==> config.mk <==
export PLATFORM = sky130hd
export DESIGN_NAME = barometer_compensation
export DESIGN_NICKNAME = d
export VERILOG_FILES = /design/src/rtl/bcmp_pkg.sv /design/src/rtl/bcmp_cfg.sv /design/src/rtl/bcmp_div.sv /design/src/rtl/bcmp_core.sv /design/src/rtl/barometer_compensation.sv
export SDC_FILE = /design/constraint.sdc
export NUM_CORES = 2
export LEC_CHECK = 0
export ABC_AREA = 1
export BUFFER_PORTS_ARGS = -buffer_cell sky130_fd_sc_hd__buf_2
export CORE_ASPECT_RATIO = 0.9
export CORE_UTILIZATION = 55
export CTS_CLUSTER_DIAMETER = 200
export DETAILED_ROUTE_END_ITERATION = 10
export PLACE_DENSITY = 0.72
export SLEW_MARGIN = 30
export SYNTH_ARGS = -nofsm -noshare
export SYNTH_HDL_FRONTEND = slang
export SYNTH_SLANG_ARGS = --single-unit
==> constraint.sdc <==
create_clock -name clk_i -period 18.3 [get_ports clk_i]
set_input_delay 2.745 -clock clk_i [delete_from_list [all_inputs] [get_ports clk_i]]
set_output_delay 2.745 -clock clk_i [all_outputs]
set_load 0.01 [all_outputs]
==> src/rtl/bcmp_pkg.sv <==
// Package of the barometer compensation block: types, register map and constants.
package bcmp_pkg;

  localparam int unsigned WORD_W    = 32;
  localparam int unsigned HALF_W    = 16;
  localparam int unsigned UT_W      = 16;
  localparam int unsigned UP_W      = 19;
  localparam int unsigned TEMP_W    = 16;
  localparam int unsigned PRESS_W   = 18;
  localparam int unsigned OSS_W     = 2;
  localparam int unsigned ADDR_W    = 5;

  // Register word indices, decoded from paddr[4:2]
  localparam logic [2:0] REG_AC1_AC2 = 3'd0;
  localparam logic [2:0] REG_AC3_AC4 = 3'd1;
  localparam logic [2:0] REG_AC5_AC6 = 3'd2;
  localparam logic [2:0] REG_B1_B2   = 3'd3;
  localparam logic [2:0] REG_MC_MD   = 3'd4;
  localparam logic [2:0] REG_OSS     = 3'd5;

  localparam logic [OSS_W-1:0]  OSS_RESET    = 2'd3;
  localparam logic [WORD_W-1:0] TEMP_OFFSET  = 32'd4000;
  localparam logic [WORD_W-1:0] HALF_SCALE   = 32'd32768;
  localparam logic [WORD_W-1:0] PRESS_SCALE  = 32'd50000;
  localparam logic [WORD_W-1:0] POLY_A       = 32'd3038;
  localparam logic [WORD_W-1:0] POLY_B_NEG   = 32'hFFFF_E343; // -7357
  localparam logic [WORD_W-1:0] POLY_C       = 32'd3791;
  localparam logic [WORD_W-1:0] SMOOTH_RESET = 32'd100000;
  localparam logic [WORD_W-1:0] PRESS_MAX    = 32'd262143;

  // Divider: bits retired per cycle and resulting step count
  localparam int unsigned DIV_RADIX_BITS = 2;
  localparam int unsigned DIV_STEPS      = WORD_W / DIV_RADIX_BITS;
  localparam int unsigned DIV_CNT_W      = $clog2(DIV_STEPS);

  typedef struct packed {
    logic [WORD_W-1:0] ac1_ac2;
    logic [WORD_W-1:0] ac3_ac4;
    logic [WORD_W-1:0] ac5_ac6;
    logic [WORD_W-1:0] b1_b2;
    logic [WORD_W-1:0] mc_md;
    logic [OSS_W-1:0]  oss;
  } cal_t;

  typedef struct packed {
    logic              start;
    logic [WORD_W-1:0] dividend;
    logic [WORD_W-1:0] divisor;
  } div_req_t;

  typedef struct packed {
    logic              done;
    logic [WORD_W-1:0] quotient;
  } div_rsp_t;

  typedef struct packed {
    logic                     divide_fault;
    logic [PRESS_W-1:0]       pressure_smoothed;
    logic [PRESS_W-1:0]       pressure_now;
    logic signed [TEMP_W-1:0] temperature;
  } res_t;

endpackage

==> src/rtl/bcmp_cfg.sv <==
// Calibration and oversampling register file behind an APB-style port.
module bcmp_cfg (
  input  logic                         clk_i,
  input  logic                         rst_ni,
  input  logic                         psel,
  input  logic                         penable,
  input  logic                         pwrite,
  input  logic [bcmp_pkg::ADDR_W-1:0]  paddr,
  input  logic [bcmp_pkg::WORD_W-1:0]  pwdata,
  output logic [bcmp_pkg::WORD_W-1:0]  prdata,
  output logic                         pready,
  output bcmp_pkg::cal_t               cal_o
);

  bcmp_pkg::cal_t cal_q, cal_d;
  logic [2:0]     idx;
  logic           wr_en;

  assign idx    = paddr[4:2];
  assign wr_en  = psel & penable & pwrite;
  assign pready = 1'b1;
  assign cal_o  = cal_q;

  always_comb begin
    cal_d = cal_q;
    if (wr_en) begin
      case (idx)
        bcmp_pkg::REG_AC1_AC2: cal_d.ac1_ac2 = pwdata;
        bcmp_pkg::REG_AC3_AC4: cal_d.ac3_ac4 = pwdata;
        bcmp_pkg::REG_AC5_AC6: cal_d.ac5_ac6 = pwdata;
        bcmp_pkg::REG_B1_B2:   cal_d.b1_b2   = pwdata;
        bcmp_pkg::REG_MC_MD:   cal_d.mc_md   = pwdata;
        bcmp_pkg::REG_OSS:     cal_d.oss     = pwdata[bcmp_pkg::OSS_W-1:0];
        default:               cal_d         = cal_q;
      endcase
    end
  end

  always_comb begin
    case (idx)
      bcmp_pkg::REG_AC1_AC2: prdata = cal_q.ac1_ac2;
      bcmp_pkg::REG_AC3_AC4: prdata = cal_q.ac3_ac4;
      bcmp_pkg::REG_AC5_AC6: prdata = cal_q.ac5_ac6;
      bcmp_pkg::REG_B1_B2:   prdata = cal_q.b1_b2;
      bcmp_pkg::REG_MC_MD:   prdata = cal_q.mc_md;
      bcmp_pkg::REG_OSS:     prdata = {{(bcmp_pkg::WORD_W-bcmp_pkg::OSS_W){1'b0}}, cal_q.oss};
      default:               prdata = '0;
    endcase
  end

  always_ff @(posedge clk_i or negedge rst_ni) begin
    if (!rst_ni) begin
      cal_q <= '{oss: bcmp_pkg::OSS_RESET, default: '0};
    end else begin
      cal_q <= cal_d;
    end
  end

endmodule

==> src/rtl/bcmp_div.sv <==
// Shared unsigned 32-bit restoring divider, two quotient bits per cycle.
module bcmp_div (
  input  logic               clk_i,
  input  logic               rst_ni,
  input  bcmp_pkg::div_req_t req_i,
  output bcmp_pkg::div_rsp_t rsp_o
);

  logic [bcmp_pkg::WORD_W-1:0]    rem_q, rem_d;
  logic [bcmp_pkg::WORD_W-1:0]    quo_q, quo_d;
  logic [bcmp_pkg::WORD_W-1:0]    dvs_q;
  logic [bcmp_pkg::DIV_CNT_W-1:0] cnt_q;
  logic                           busy_q;
  logic                           done_q;
  logic                           last_step;

  // Retire DIV_RADIX_BITS quotient bits: shift in, compare, subtract
  always_comb begin
    logic [bcmp_pkg::WORD_W:0] trial;
    rem_d = rem_q;
    quo_d = quo_q;
    for (int i = 0; i < bcmp_pkg::DIV_RADIX_BITS; i++) begin
      trial = {rem_d, quo_d[bcmp_pkg::WORD_W-1]};
      quo_d = {quo_d[bcmp_pkg::WORD_W-2:0], 1'b0};
      if (trial >= {1'b0, dvs_q}) begin
        trial    = trial - {1'b0, dvs_q};
        quo_d[0] = 1'b1;
      end
      rem_d = trial[bcmp_pkg::WORD_W-1:0];
    end
  end

  assign last_step = busy_q && !req_i.start &&
                     (cnt_q == bcmp_pkg::DIV_CNT_W'(bcmp_pkg::DIV_STEPS - 1));

  always_ff @(posedge clk_i or negedge rst_ni) begin
    if (!rst_ni) begin
      busy_q <= 1'b0;
      done_q <= 1'b0;
      cnt_q  <= '0;
    end else begin
      done_q <= last_step;
      if (req_i.start) begin
        busy_q <= 1'b1;
        cnt_q  <= '0;
      end else if (busy_q) begin
        cnt_q  <= cnt_q + 1'b1;
        busy_q <= !last_step;
      end
    end
  end

  always_ff @(posedge clk_i) begin
    if (req_i.start) begin
      rem_q <= '0;
      quo_q <= req_i.dividend;
      dvs_q <= req_i.divisor;
    end else if (busy_q) begin
      rem_q <= rem_d;
      quo_q <= quo_d;
    end
  end

  assign rsp_o.done     = done_q;
  assign rsp_o.quotient = quo_q;

endmodule

==> src/rtl/bcmp_core.sv <==
// Compensation sequencer around one shared 32x32 multiplier and the divider.
module bcmp_core (
  input  logic                          clk_i,
  input  logic                          rst_ni,
  input  bcmp_pkg::cal_t                cal_i,
  input  logic                          in_valid_i,
  input  logic [bcmp_pkg::UT_W-1:0]     in_ut_i,
  input  logic [bcmp_pkg::UP_W-1:0]     in_up_i,
  output logic                          in_ready_o,
  output logic                          res_valid_o,
  input  logic                          res_ready_i,
  output bcmp_pkg::res_t                res_o,
  output bcmp_pkg::div_req_t            div_req_o,
  input  bcmp_pkg::div_rsp_t            div_rsp_i
);

  localparam int unsigned W = bcmp_pkg::WORD_W;

  localparam logic [4:0] S_IDLE = 5'd0;
  localparam logic [4:0] S_T0   = 5'd1;
  localparam logic [4:0] S_T1   = 5'd2;
  localparam logic [4:0] S_TDIV = 5'd3;
  localparam logic [4:0] S_B6   = 5'd4;
  localparam logic [4:0] S_SQ   = 5'd5;
  localparam logic [4:0] S_X2   = 5'd6;
  localparam logic [4:0] S_X1   = 5'd7;
  localparam logic [4:0] S_C1   = 5'd8;
  localparam logic [4:0] S_C2   = 5'd9;
  localparam logic [4:0] S_B4   = 5'd10;
  localparam logic [4:0] S_B7   = 5'd11;
  localparam logic [4:0] S_PDIV = 5'd12;
  localparam logic [4:0] S_H1   = 5'd13;
  localparam logic [4:0] S_H2   = 5'd14;
  localparam logic [4:0] S_H3   = 5'd15;
  localparam logic [4:0] S_SM   = 5'd16;
  localparam logic [4:0] S_DONE = 5'd17;

  function automatic logic [W-1:0] sx16(input logic [15:0] h);
    return {{(W-16){h[15]}}, h};
  endfunction

  function automatic logic [W-1:0] asr(input logic [W-1:0] v, input int unsigned s);
    return W'($signed(v) >>> s);
  endfunction

  function automatic logic [W-1:0] neg(input logic [W-1:0] v);
    return W'(0) - v;
  endfunction

  function automatic logic [bcmp_pkg::PRESS_W-1:0] sat_press(input logic [W-1:0] v);
    if (v[W-1])                   return '0;
    else if (v > bcmp_pkg::PRESS_MAX) return bcmp_pkg::PRESS_W'(bcmp_pkg::PRESS_MAX);
    else                          return v[bcmp_pkg::PRESS_W-1:0];
  endfunction

  function automatic logic [bcmp_pkg::TEMP_W-1:0] sat_temp(input logic [W-1:0] v);
    if ($signed(v) < -32'sd32768)     return 16'h8000;
    else if ($signed(v) > 32'sd32767) return 16'h7FFF;
    else                              return v[bcmp_pkg::TEMP_W-1:0];
  endfunction

  logic [4:0]   state_q, state_d;
  logic [bcmp_pkg::UT_W-1:0] ut_q;
  logic [bcmp_pkg::UP_W-1:0] up_q;
  logic [W-1:0] prod_q, acc_q, b5_q, b6_q, sq_q, b3_q, b4_q, p_q, now_q, smooth_q;
  logic [bcmp_pkg::TEMP_W-1:0] temp_q;
  logic         fault_q, neg_q, dbl_q;

  logic [W-1:0] ac1, ac2, ac3, ac4, ac5, ac6, b1, b2, mc, md;
  logic [W-1:0] mul_a, mul_b;
  logic [W-1:0] x1_t, d_t, n_t, x2_t, b6_c, x3_c, b3_v, b4_c, p_c, hp_c, now_c;
  logic [W-1:0] quo;

  assign ac1 = sx16(cal_i.ac1_ac2[31:16]);
  assign ac2 = sx16(cal_i.ac1_ac2[15:0]);
  assign ac3 = sx16(cal_i.ac3_ac4[31:16]);
  assign ac4 = {16'd0, cal_i.ac3_ac4[15:0]};
  assign ac5 = {16'd0, cal_i.ac5_ac6[31:16]};
  assign ac6 = {16'd0, cal_i.ac5_ac6[15:0]};
  assign b1  = sx16(cal_i.b1_b2[31:16]);
  assign b2  = sx16(cal_i.b1_b2[15:0]);
  assign mc  = sx16(cal_i.mc_md[31:16]);
  assign md  = sx16(cal_i.mc_md[15:0]);
  assign quo = div_rsp_i.quotient;

  always_comb begin
    logic [W-1:0] v;
    x1_t  = asr(prod_q, 15);
    d_t   = x1_t + md;
    n_t   = {mc[W-12:0], 11'd0};
    x2_t  = neg_q ? neg(quo) : quo;
    b6_c  = b5_q - bcmp_pkg::TEMP_OFFSET;
    x3_c  = asr(acc_q + asr(prod_q, 16) + 32'd2, 2);
    v     = ({ac1[W-3:0], 2'b00} + asr(prod_q, 11) + acc_q) << cal_i.oss;
    v     = v + 32'd2;
    // divide by four toward zero
    b3_v  = v[W-1] ? asr(v + 32'd3, 2) : (v >> 2);
    b4_c  = prod_q >> 15;
    p_c   = dbl_q ? {quo[W-2:0], 1'b0} : quo;
    hp_c  = asr(p_c, 8);
    now_c = p_q + asr(acc_q + asr(prod_q, 16) + bcmp_pkg::POLY_C, 4);
  end

  // Operand select for the shared multiplier; product is seen one state later
  always_comb begin
    case (state_q)
      S_T0:    begin mul_a = {16'd0, ut_q} - ac6; mul_b = ac5; end
      S_B6:    begin mul_a = b6_c;  mul_b = b6_c; end
      S_SQ:    begin mul_a = ac2;   mul_b = b6_q; end
      S_X2:    begin mul_a = b2;    mul_b = sq_q; end
      S_X1:    begin mul_a = ac3;   mul_b = b6_q; end
      S_C1:    begin mul_a = b1;    mul_b = sq_q; end
      S_C2:    begin mul_a = ac4;   mul_b = x3_c + bcmp_pkg::HALF_SCALE; end
      S_B4:    begin
        mul_a = {{(W-bcmp_pkg::UP_W){1'b0}}, up_q} - b3_q;
        mul_b = bcmp_pkg::PRESS_SCALE >> cal_i.oss;
      end
      S_PDIV:  begin mul_a = hp_c;   mul_b = hp_c; end
      S_H1:    begin mul_a = prod_q; mul_b = bcmp_pkg::POLY_A; end
      S_H2:    begin mul_a = bcmp_pkg::POLY_B_NEG; mul_b = p_q; end
      S_H3:    begin mul_a = smooth_q; mul_b = 32'd3; end
      default: begin mul_a = '0; mul_b = '0; end
    endcase
  end

  always_comb begin
    div_req_o.start    = 1'b0;
    div_req_o.dividend = '0;
    div_req_o.divisor  = b4_q;
    if (state_q == S_T1) begin
      div_req_o.start    = (d_t != '0);
      div_req_o.dividend = n_t[W-1] ? neg(n_t) : n_t;
      div_req_o.divisor  = d_t[W-1] ? neg(d_t) : d_t;
    end else if (state_q == S_B7) begin
      div_req_o.start    = 1'b1;
      div_req_o.dividend = prod_q[W-1] ? prod_q : {prod_q[W-2:0], 1'b0};
    end
  end

  always_comb begin
    state_d = state_q;
    case (state_q)
      S_IDLE: if (in_valid_i) state_d = S_T0;
      S_T0:   state_d = S_T1;
      S_T1:   state_d = (d_t == '0) ? S_B6 : S_TDIV;
      S_TDIV: if (div_rsp_i.done) state_d = S_B6;
      S_B6:   state_d = fault_q ? S_DONE : S_SQ;
      S_SQ:   state_d = S_X2;
      S_X2:   state_d = S_X1;
      S_X1:   state_d = S_C1;
      S_C1:   state_d = S_C2;
      S_C2:   state_d = S_B4;
      S_B4:   state_d = (b4_c == '0) ? S_DONE : S_B7;
      S_B7:   state_d = S_PDIV;
      S_PDIV: if (div_rsp_i.done) state_d = S_H1;
      S_H1:   state_d = S_H2;
      S_H2:   state_d = S_H3;
      S_H3:   state_d = S_SM;
      S_SM:   state_d = S_DONE;
      S_DONE: if (res_ready_i) state_d = S_IDLE;
      default: state_d = S_IDLE;
    endcase
  end

  always_ff @(posedge clk_i or negedge rst_ni) begin
    if (!rst_ni) begin
      state_q  <= S_IDLE;
      fault_q  <= 1'b0;
      smooth_q <= bcmp_pkg::SMOOTH_RESET;
    end else begin
      state_q <= state_d;
      case (state_q)
        S_IDLE: if (in_valid_i) fault_q <= 1'b0;
        S_T1:   if (d_t == '0) fault_q <= 1'b1;
        S_B4:   if (b4_c == '0) fault_q <= 1'b1;
        S_SM:   smooth_q <= asr(prod_q + now_q, 2);
        default: fault_q <= fault_q;
      endcase
    end
  end

  always_ff @(posedge clk_i) begin
    prod_q <= mul_a * mul_b;
    case (state_q)
      S_IDLE: begin ut_q <= in_ut_i; up_q <= in_up_i; end
      S_T1:   begin
        acc_q <= x1_t;
        b5_q  <= x1_t;
        neg_q <= n_t[W-1] ^ d_t[W-1];
      end
      S_TDIV: if (div_rsp_i.done) b5_q <= acc_q + x2_t;
      S_B6:   begin
        b6_q   <= b6_c;
        temp_q <= sat_temp(asr(b5_q + 32'd8, 4));
      end
      S_SQ:   sq_q  <= asr(prod_q, 12);
      S_X2:   acc_q <= asr(prod_q, 11);
      S_X1:   b3_q  <= b3_v;
      S_C1:   acc_q <= asr(prod_q, 13);
      S_B4:   b4_q  <= b4_c;
      S_B7:   dbl_q <= prod_q[W-1];
      S_PDIV: if (div_rsp_i.done) p_q <= p_c;
      S_H2:   acc_q <= asr(prod_q, 16);
      S_H3:   now_q <= now_c;
      default: ;
    endcase
  end

  assign in_ready_o  = (state_q == S_IDLE);
  assign res_valid_o = (state_q == S_DONE);

  assign res_o.temperature       = temp_q;
  assign res_o.divide_fault      = fault_q;
  assign res_o.pressure_now      = fault_q ? '0 : sat_press(now_q);
  assign res_o.pressure_smoothed = fault_q ? '0 : sat_press(smooth_q);

  a_smooth_only_in_sm: assert property (@(posedge clk_i) disable iff (!rst_ni)
    (state_q != S_SM) |=> $stable(smooth_q))
    else $error("smoothed pressure moved outside its update step");

  a_div_done_in_wait: assert property (@(posedge clk_i) disable iff (!rst_ni)
    div_rsp_i.done |-> (state_q == S_TDIV || state_q == S_PDIV))
    else $error("divider finished while the sequencer was not waiting");

  a_fault_zero_press: assert property (@(posedge clk_i) disable iff (!rst_ni)
    (res_valid_o && res_o.divide_fault) |->
      (res_o.pressure_now == '0 && res_o.pressure_smoothed == '0))
    else $error("fault result carries nonzero pressure");

  a_start_to_wait: assert property (@(posedge clk_i) disable iff (!rst_ni)
    div_req_o.start |=> (state_q == S_TDIV || state_q == S_PDIV))
    else $error("divider started without a wait state following");

endmodule

==> src/rtl/barometer_compensation.sv <==
// Top level of the barometer compensation block: streaming ports, APB registers, datapath.
//
// Usage: write the five calibration words and the oversampling setting over the
// APB-style port (word registers at byte addresses 0x00..0x14) while the block
// is idle. Each transfer on the slave stream carries one raw temperature and
// one aligned raw pressure; each produces exactly one transfer on the master
// stream with temperature (0.1 degC), instantaneous and smoothed pressure (Pa)
// and a divide fault flag in tuser.
// One item is in flight at a time: s_axis_tready drops for the whole
// computation. After the accepting edge the sequencer steps through its states
// around the shared multiplier and waits on the shared radix-4 divider for each
// of its two divisions (16 steps, then the done flag), then hands the result
// over. A new item is taken only once the sequencer is back in idle; an item
// that hits a zero divisor skips the rest of the sequence and finishes sooner.
// The result sits in an output register; the sequencer hands over and returns
// to idle, so a stalled receiver blocks only once a second result is ready.
// Reset clears the calibration words, sets oversampling to 3 and loads the
// smoothed pressure with 100000 Pa.
module barometer_compensation (
  input  logic                         clk_i,
  input  logic                         rst_ni,
  // slave stream
  input  logic                         s_axis_tvalid,
  output logic                         s_axis_tready,
  input  logic [39:0]                  s_axis_tdata,  // raw_temperature[15:0], raw_pressure[34:16]
  // master stream
  output logic                         m_axis_tvalid,
  input  logic                         m_axis_tready,
  output logic [55:0]                  m_axis_tdata,  // temperature[15:0], pressure_now[33:16],
                                                      // pressure_smoothed[51:34]
  output logic [0:0]                   m_axis_tuser,  // divide_fault[0]
  // configuration
  input  logic                         psel,
  input  logic                         penable,
  input  logic                         pwrite,
  input  logic [bcmp_pkg::ADDR_W-1:0]  paddr,
  input  logic [bcmp_pkg::WORD_W-1:0]  pwdata,
  output logic [bcmp_pkg::WORD_W-1:0]  prdata,
  output logic                         pready
);

  bcmp_pkg::cal_t     cal;
  bcmp_pkg::div_req_t div_req;
  bcmp_pkg::div_rsp_t div_rsp;
  bcmp_pkg::res_t     res;
  logic               res_valid;
  logic               res_ready;

  logic               m_valid_q;
  logic [55:0]        m_data_q;
  logic               m_user_q;

  bcmp_cfg u_cfg (
    .clk_i   (clk_i),
    .rst_ni  (rst_ni),
    .psel    (psel),
    .penable (penable),
    .pwrite  (pwrite),
    .paddr   (paddr),
    .pwdata  (pwdata),
    .prdata  (prdata),
    .pready  (pready),
    .cal_o   (cal)
  );

  bcmp_div u_div (
    .clk_i  (clk_i),
    .rst_ni (rst_ni),
    .req_i  (div_req),
    .rsp_o  (div_rsp)
  );

  bcmp_core u_core (
    .clk_i       (clk_i),
    .rst_ni      (rst_ni),
    .cal_i       (cal),
    .in_valid_i  (s_axis_tvalid),
    .in_ut_i     (s_axis_tdata[15:0]),
    .in_up_i     (s_axis_tdata[34:16]),
    .in_ready_o  (s_axis_tready),
    .res_valid_o (res_valid),
    .res_ready_i (res_ready),
    .res_o       (res),
    .div_req_o   (div_req),
    .div_rsp_i   (div_rsp)
  );

  // Output register: load when empty or being drained this cycle
  assign res_ready = !m_valid_q || m_axis_tready;

  always_ff @(posedge clk_i or negedge rst_ni) begin
    if (!rst_ni) begin
      m_valid_q <= 1'b0;
    end else if (res_ready) begin
      m_valid_q <= res_valid;
    end
  end

  always_ff @(posedge clk_i) begin
    if (res_ready && res_valid) begin
      m_data_q <= {4'd0, res.pressure_smoothed, res.pressure_now, res.temperature};
      m_user_q <= res.divide_fault;
    end
  end

  assign m_axis_tvalid   = m_valid_q;
  assign m_axis_tdata    = m_data_q;
  assign m_axis_tuser[0] = m_user_q;

  // one item at a time: a transfer in closes the input until the result is handed on
  a_single_item: assert property (@(posedge clk_i) disable iff (!rst_ni)
    (s_axis_tvalid && s_axis_tready) |=> !s_axis_tready)
    else $error("second item accepted while one is in progress");

endmodule

==> results.cfg <==
[run_status]
status = finished, final reports clean

[worst_setup_path]
start_kind = flop
r2r_start = u_core.prod_q[17]
crit_path_max_fanout = 11
cpMostUsedCell = nand2_1
cp-end-kind = flop
rr_worst_depth = 49
r2r_setup_slack_ns = 7.46
critPathMaxStageDelay_ns = 0.59
r2r-end = u_core.prod_q[31]
slowest_stage = fa_1
cp.required_ns = 18.92
worst_ep_arrival_time_ns = 11.46
path_class = flop to flop

[yosys]
synth_ff_type = edfxtp_1
synthAdderAreaFrac = 0.2152
avgSynthCellArea_sq_um = 7.694
synthMuxAreaShare = 0
synth-compound-area-share = 0.1289
synth_top_family_by_area = simple AND/OR/NAND/NOR gates
yosys.area_share.xor_xnor = 0.04586
ys_seq_area_frac = 0.2869
synth_edf_count = 386
ys_seq_elements = 655
async_flop_share = 0.3130
syn_area_sq_um = 62780
synthCells = 8159
ys_types = 76
yosysWarnings = 0
synth-simple-area-share = 0.2242

[floorplanning]
initial_core_util = 0.5548
die_x_microns = 358.1
core-area_sq_um = 113200
row_count = 117
die_height_microns = 322.5
die_area_sq_um = 115500
design.portCount = 176

[global_routing]
grt_max_degree = 92
first_global_vias = 55140
antenna_found_initial = 17
grtUsageTotal = 0.4173
overflow = 0
grt_pass1_wl_microns = 352100

[route]
route.top_layer_used = met5
vias = 59300
wl_met3_microns = 32930
avgViaCountPerCell = 6.017
drt_iter0_drc = 7419
detail-route-antenna-nets = 0
wl_microns = 241500
first_pass_iters = 9
met2_length_microns = 95820
routedWlPerCell_microns = 24.50
met1Wirelength_microns = 95120
route.detailed.drc = 0

[timing]
tns_ns = 0
whs_ns = 0.4198
fmax_mhz = 92.25
drv_slew = 0
setup_viol = 0
fin_crit_sh = 0.5924
finalHoldViolCount = 0
worstMarginPinSlew_ns = 1.167
slew_headroom = 0.2198
fin_skew_ns = 0.04989
rsz0062_at_grt = false
fin_crit_ns = 10.84

[cts]
postCtsSetupBuffers = 0
ctsResizeCount = 0
clk_latency_ns = 0.74
h-tree-depth = 3
clk_pin_slew_ns = 0.08
tritoncts = done
cts_buffer_depth = 3
hold_buffers = 0
cts.sink_count = 655
cts_root_buf = clkbuf_16
cts_buffers = 77

[worst_hold_path]
hp-class = flop to flop
worstHoldStart = u_core.temp_q[1]
hold_end = m_axis_tdata[1]
whs_path_depth = 0

[finish]
final_area_sq_um = 68190
drive_above_1_share = 0.07675
fin_nets = 9206
final_core_util = 0.6026
syn_to_final_growth_pct = 8.618

[run]
cap_violations = 0

[placement]
hpwl_microns = 189100
place.gp.congestion = 1.081
io_buffers = 163
placed_area_sq_um = 65530
-- cells in the mapped netlist, drive strengths merged, types with 32 or more instances --
cell type / count / area [sq um]
nor2: 565 / 2258
o21ai: 645 / 3266
nand4: 102 / 665.6
fa: 418 / 8368
nor4: 32 / 212.7
dfrtp: 197 / 4930
nand2: 2098 / 8095
a221oi: 45 / 394.1
o211ai: 38 / 285.3
nor3: 103 / 625.6
buf: 72 / 350.3
clkbuf: 161 / 604.3
nand3: 340 / 1774
ha: 411 / 5142
o22ai: 39 / 244.0
xnor2: 94 / 830.8
xor2: 233 / 2048
a21oi: 417 / 2125
dfxtp: 64 / 1281
edfxtp: 386 / 11590
inv: 1388 / 5210
-- stage by stage --
step | std cells | setup WS, ns
floorplan | 8176 | 9.112
global placement | 9698 | 7.447
detailed placement | 9699 | 7.303
CTS | 9837 | 7.282
global route | 9840 | 6.935
finish | 9855 | 7.460
-- worst max-delay path by stage --
stage | start | to | slack [ns] | cells after the start
finish | u_core.prod_q[17] | u_core.prod_q[31] | 7.46 | 49
global route | u_core.prod_q[17] | u_core.prod_q[31] | 6.93 | 54
CTS | u_core.prod_q[17] | u_core.prod_q[31] | 7.28 | 46
detailed placement | u_core.prod_q[17] | u_core.prod_q[31] | 7.30 | 46
global placement | u_core.prod_q[17] | u_core.prod_q[31] | 7.45 | 46
floorplan | u_core.prod_q[16] | u_core.prod_q[31] | 9.11 | 46
-- cells in the final DEF (no fill, tap or decap), drive strengths merged, types with 45 or more instances in the layout --
master and instances:
xnor2 94, o21ai 645, nand4 102, nor3 103
nor2 565, buf 270, a21oi 417, inv 1395
fa 418, ha 411, a221oi 45, nand3 340
edfxtp 386, nand2 2098, clkbuf 102, dfxtp 64
xor2 233, dfrtp 197
-- logic make-up (layout without fill, tap and decap cells) --
family,after synthesis,in the layout
DFF,655,655
and+or+nand+nor,3305,3305
xor gates and xnor gates,327,327
other,2,35
AOI/OAI and AO/OA,1410,1410
buffers and inverters,1631,1807
adders and majority gates,829,829
-- per-layer routing --
metal / vias to the layer above / global-route usage
li1: 26740 / -
met1: 28240 / 0.5615
met2: 3584 / 0.5812
met3: 734 / 0.1361
met4: 8 / 0.2508
met5: - / 0
-- worst max-delay path, delay by kind of cell, from the launching register on --
family / cells / cell delay, ns
buffers and inverters: 11 / 1.61
flip-flops: 1 / 0.31
AO/OA/AOI/OAI: 4 / 0.55
adder cells (fa/ha/maj): 11 / 5.40
AND/OR/NAND/NOR: 23 / 2.84
-- layout make-up --
cell class                 instances  area (sq um)
timing repair buffer             271          1660
antenna                           16         40.04
sequential                       655         18020
multi-input combinational       5890         38770
inverter                        1398          5248
clock buffer                     101          2120
fill                           10280         44970
tap                             1487          1861
clock inverter                    37         471.7
-- sequential cells by signal, indices dropped and copies added (netlist names), 20 cells and up --
| register | flops |
|---|---|
| u_div.quo_q | 32 |
| u_core.b6_q | 32 |
| u_div.rem_q | 32 |
| u_core.acc_q | 21 |
| u_core.b5_q | 32 |
| u_core.now_q | 32 |
| u_div.dvs_q | 32 |
| u_core.smooth_q | 30 |
| u_core.p_q | 32 |
| u_core.b3_q | 30 |
| m_axis_tdata | 52 |
| u_core.prod_q | 32 |
| u_core.sq_q | 20 |
| u_cfg.cal_o | 162 |
Power is not shown: default switching activity piles up to over one toggle a cycle in this logic, so the estimate is an artifact.
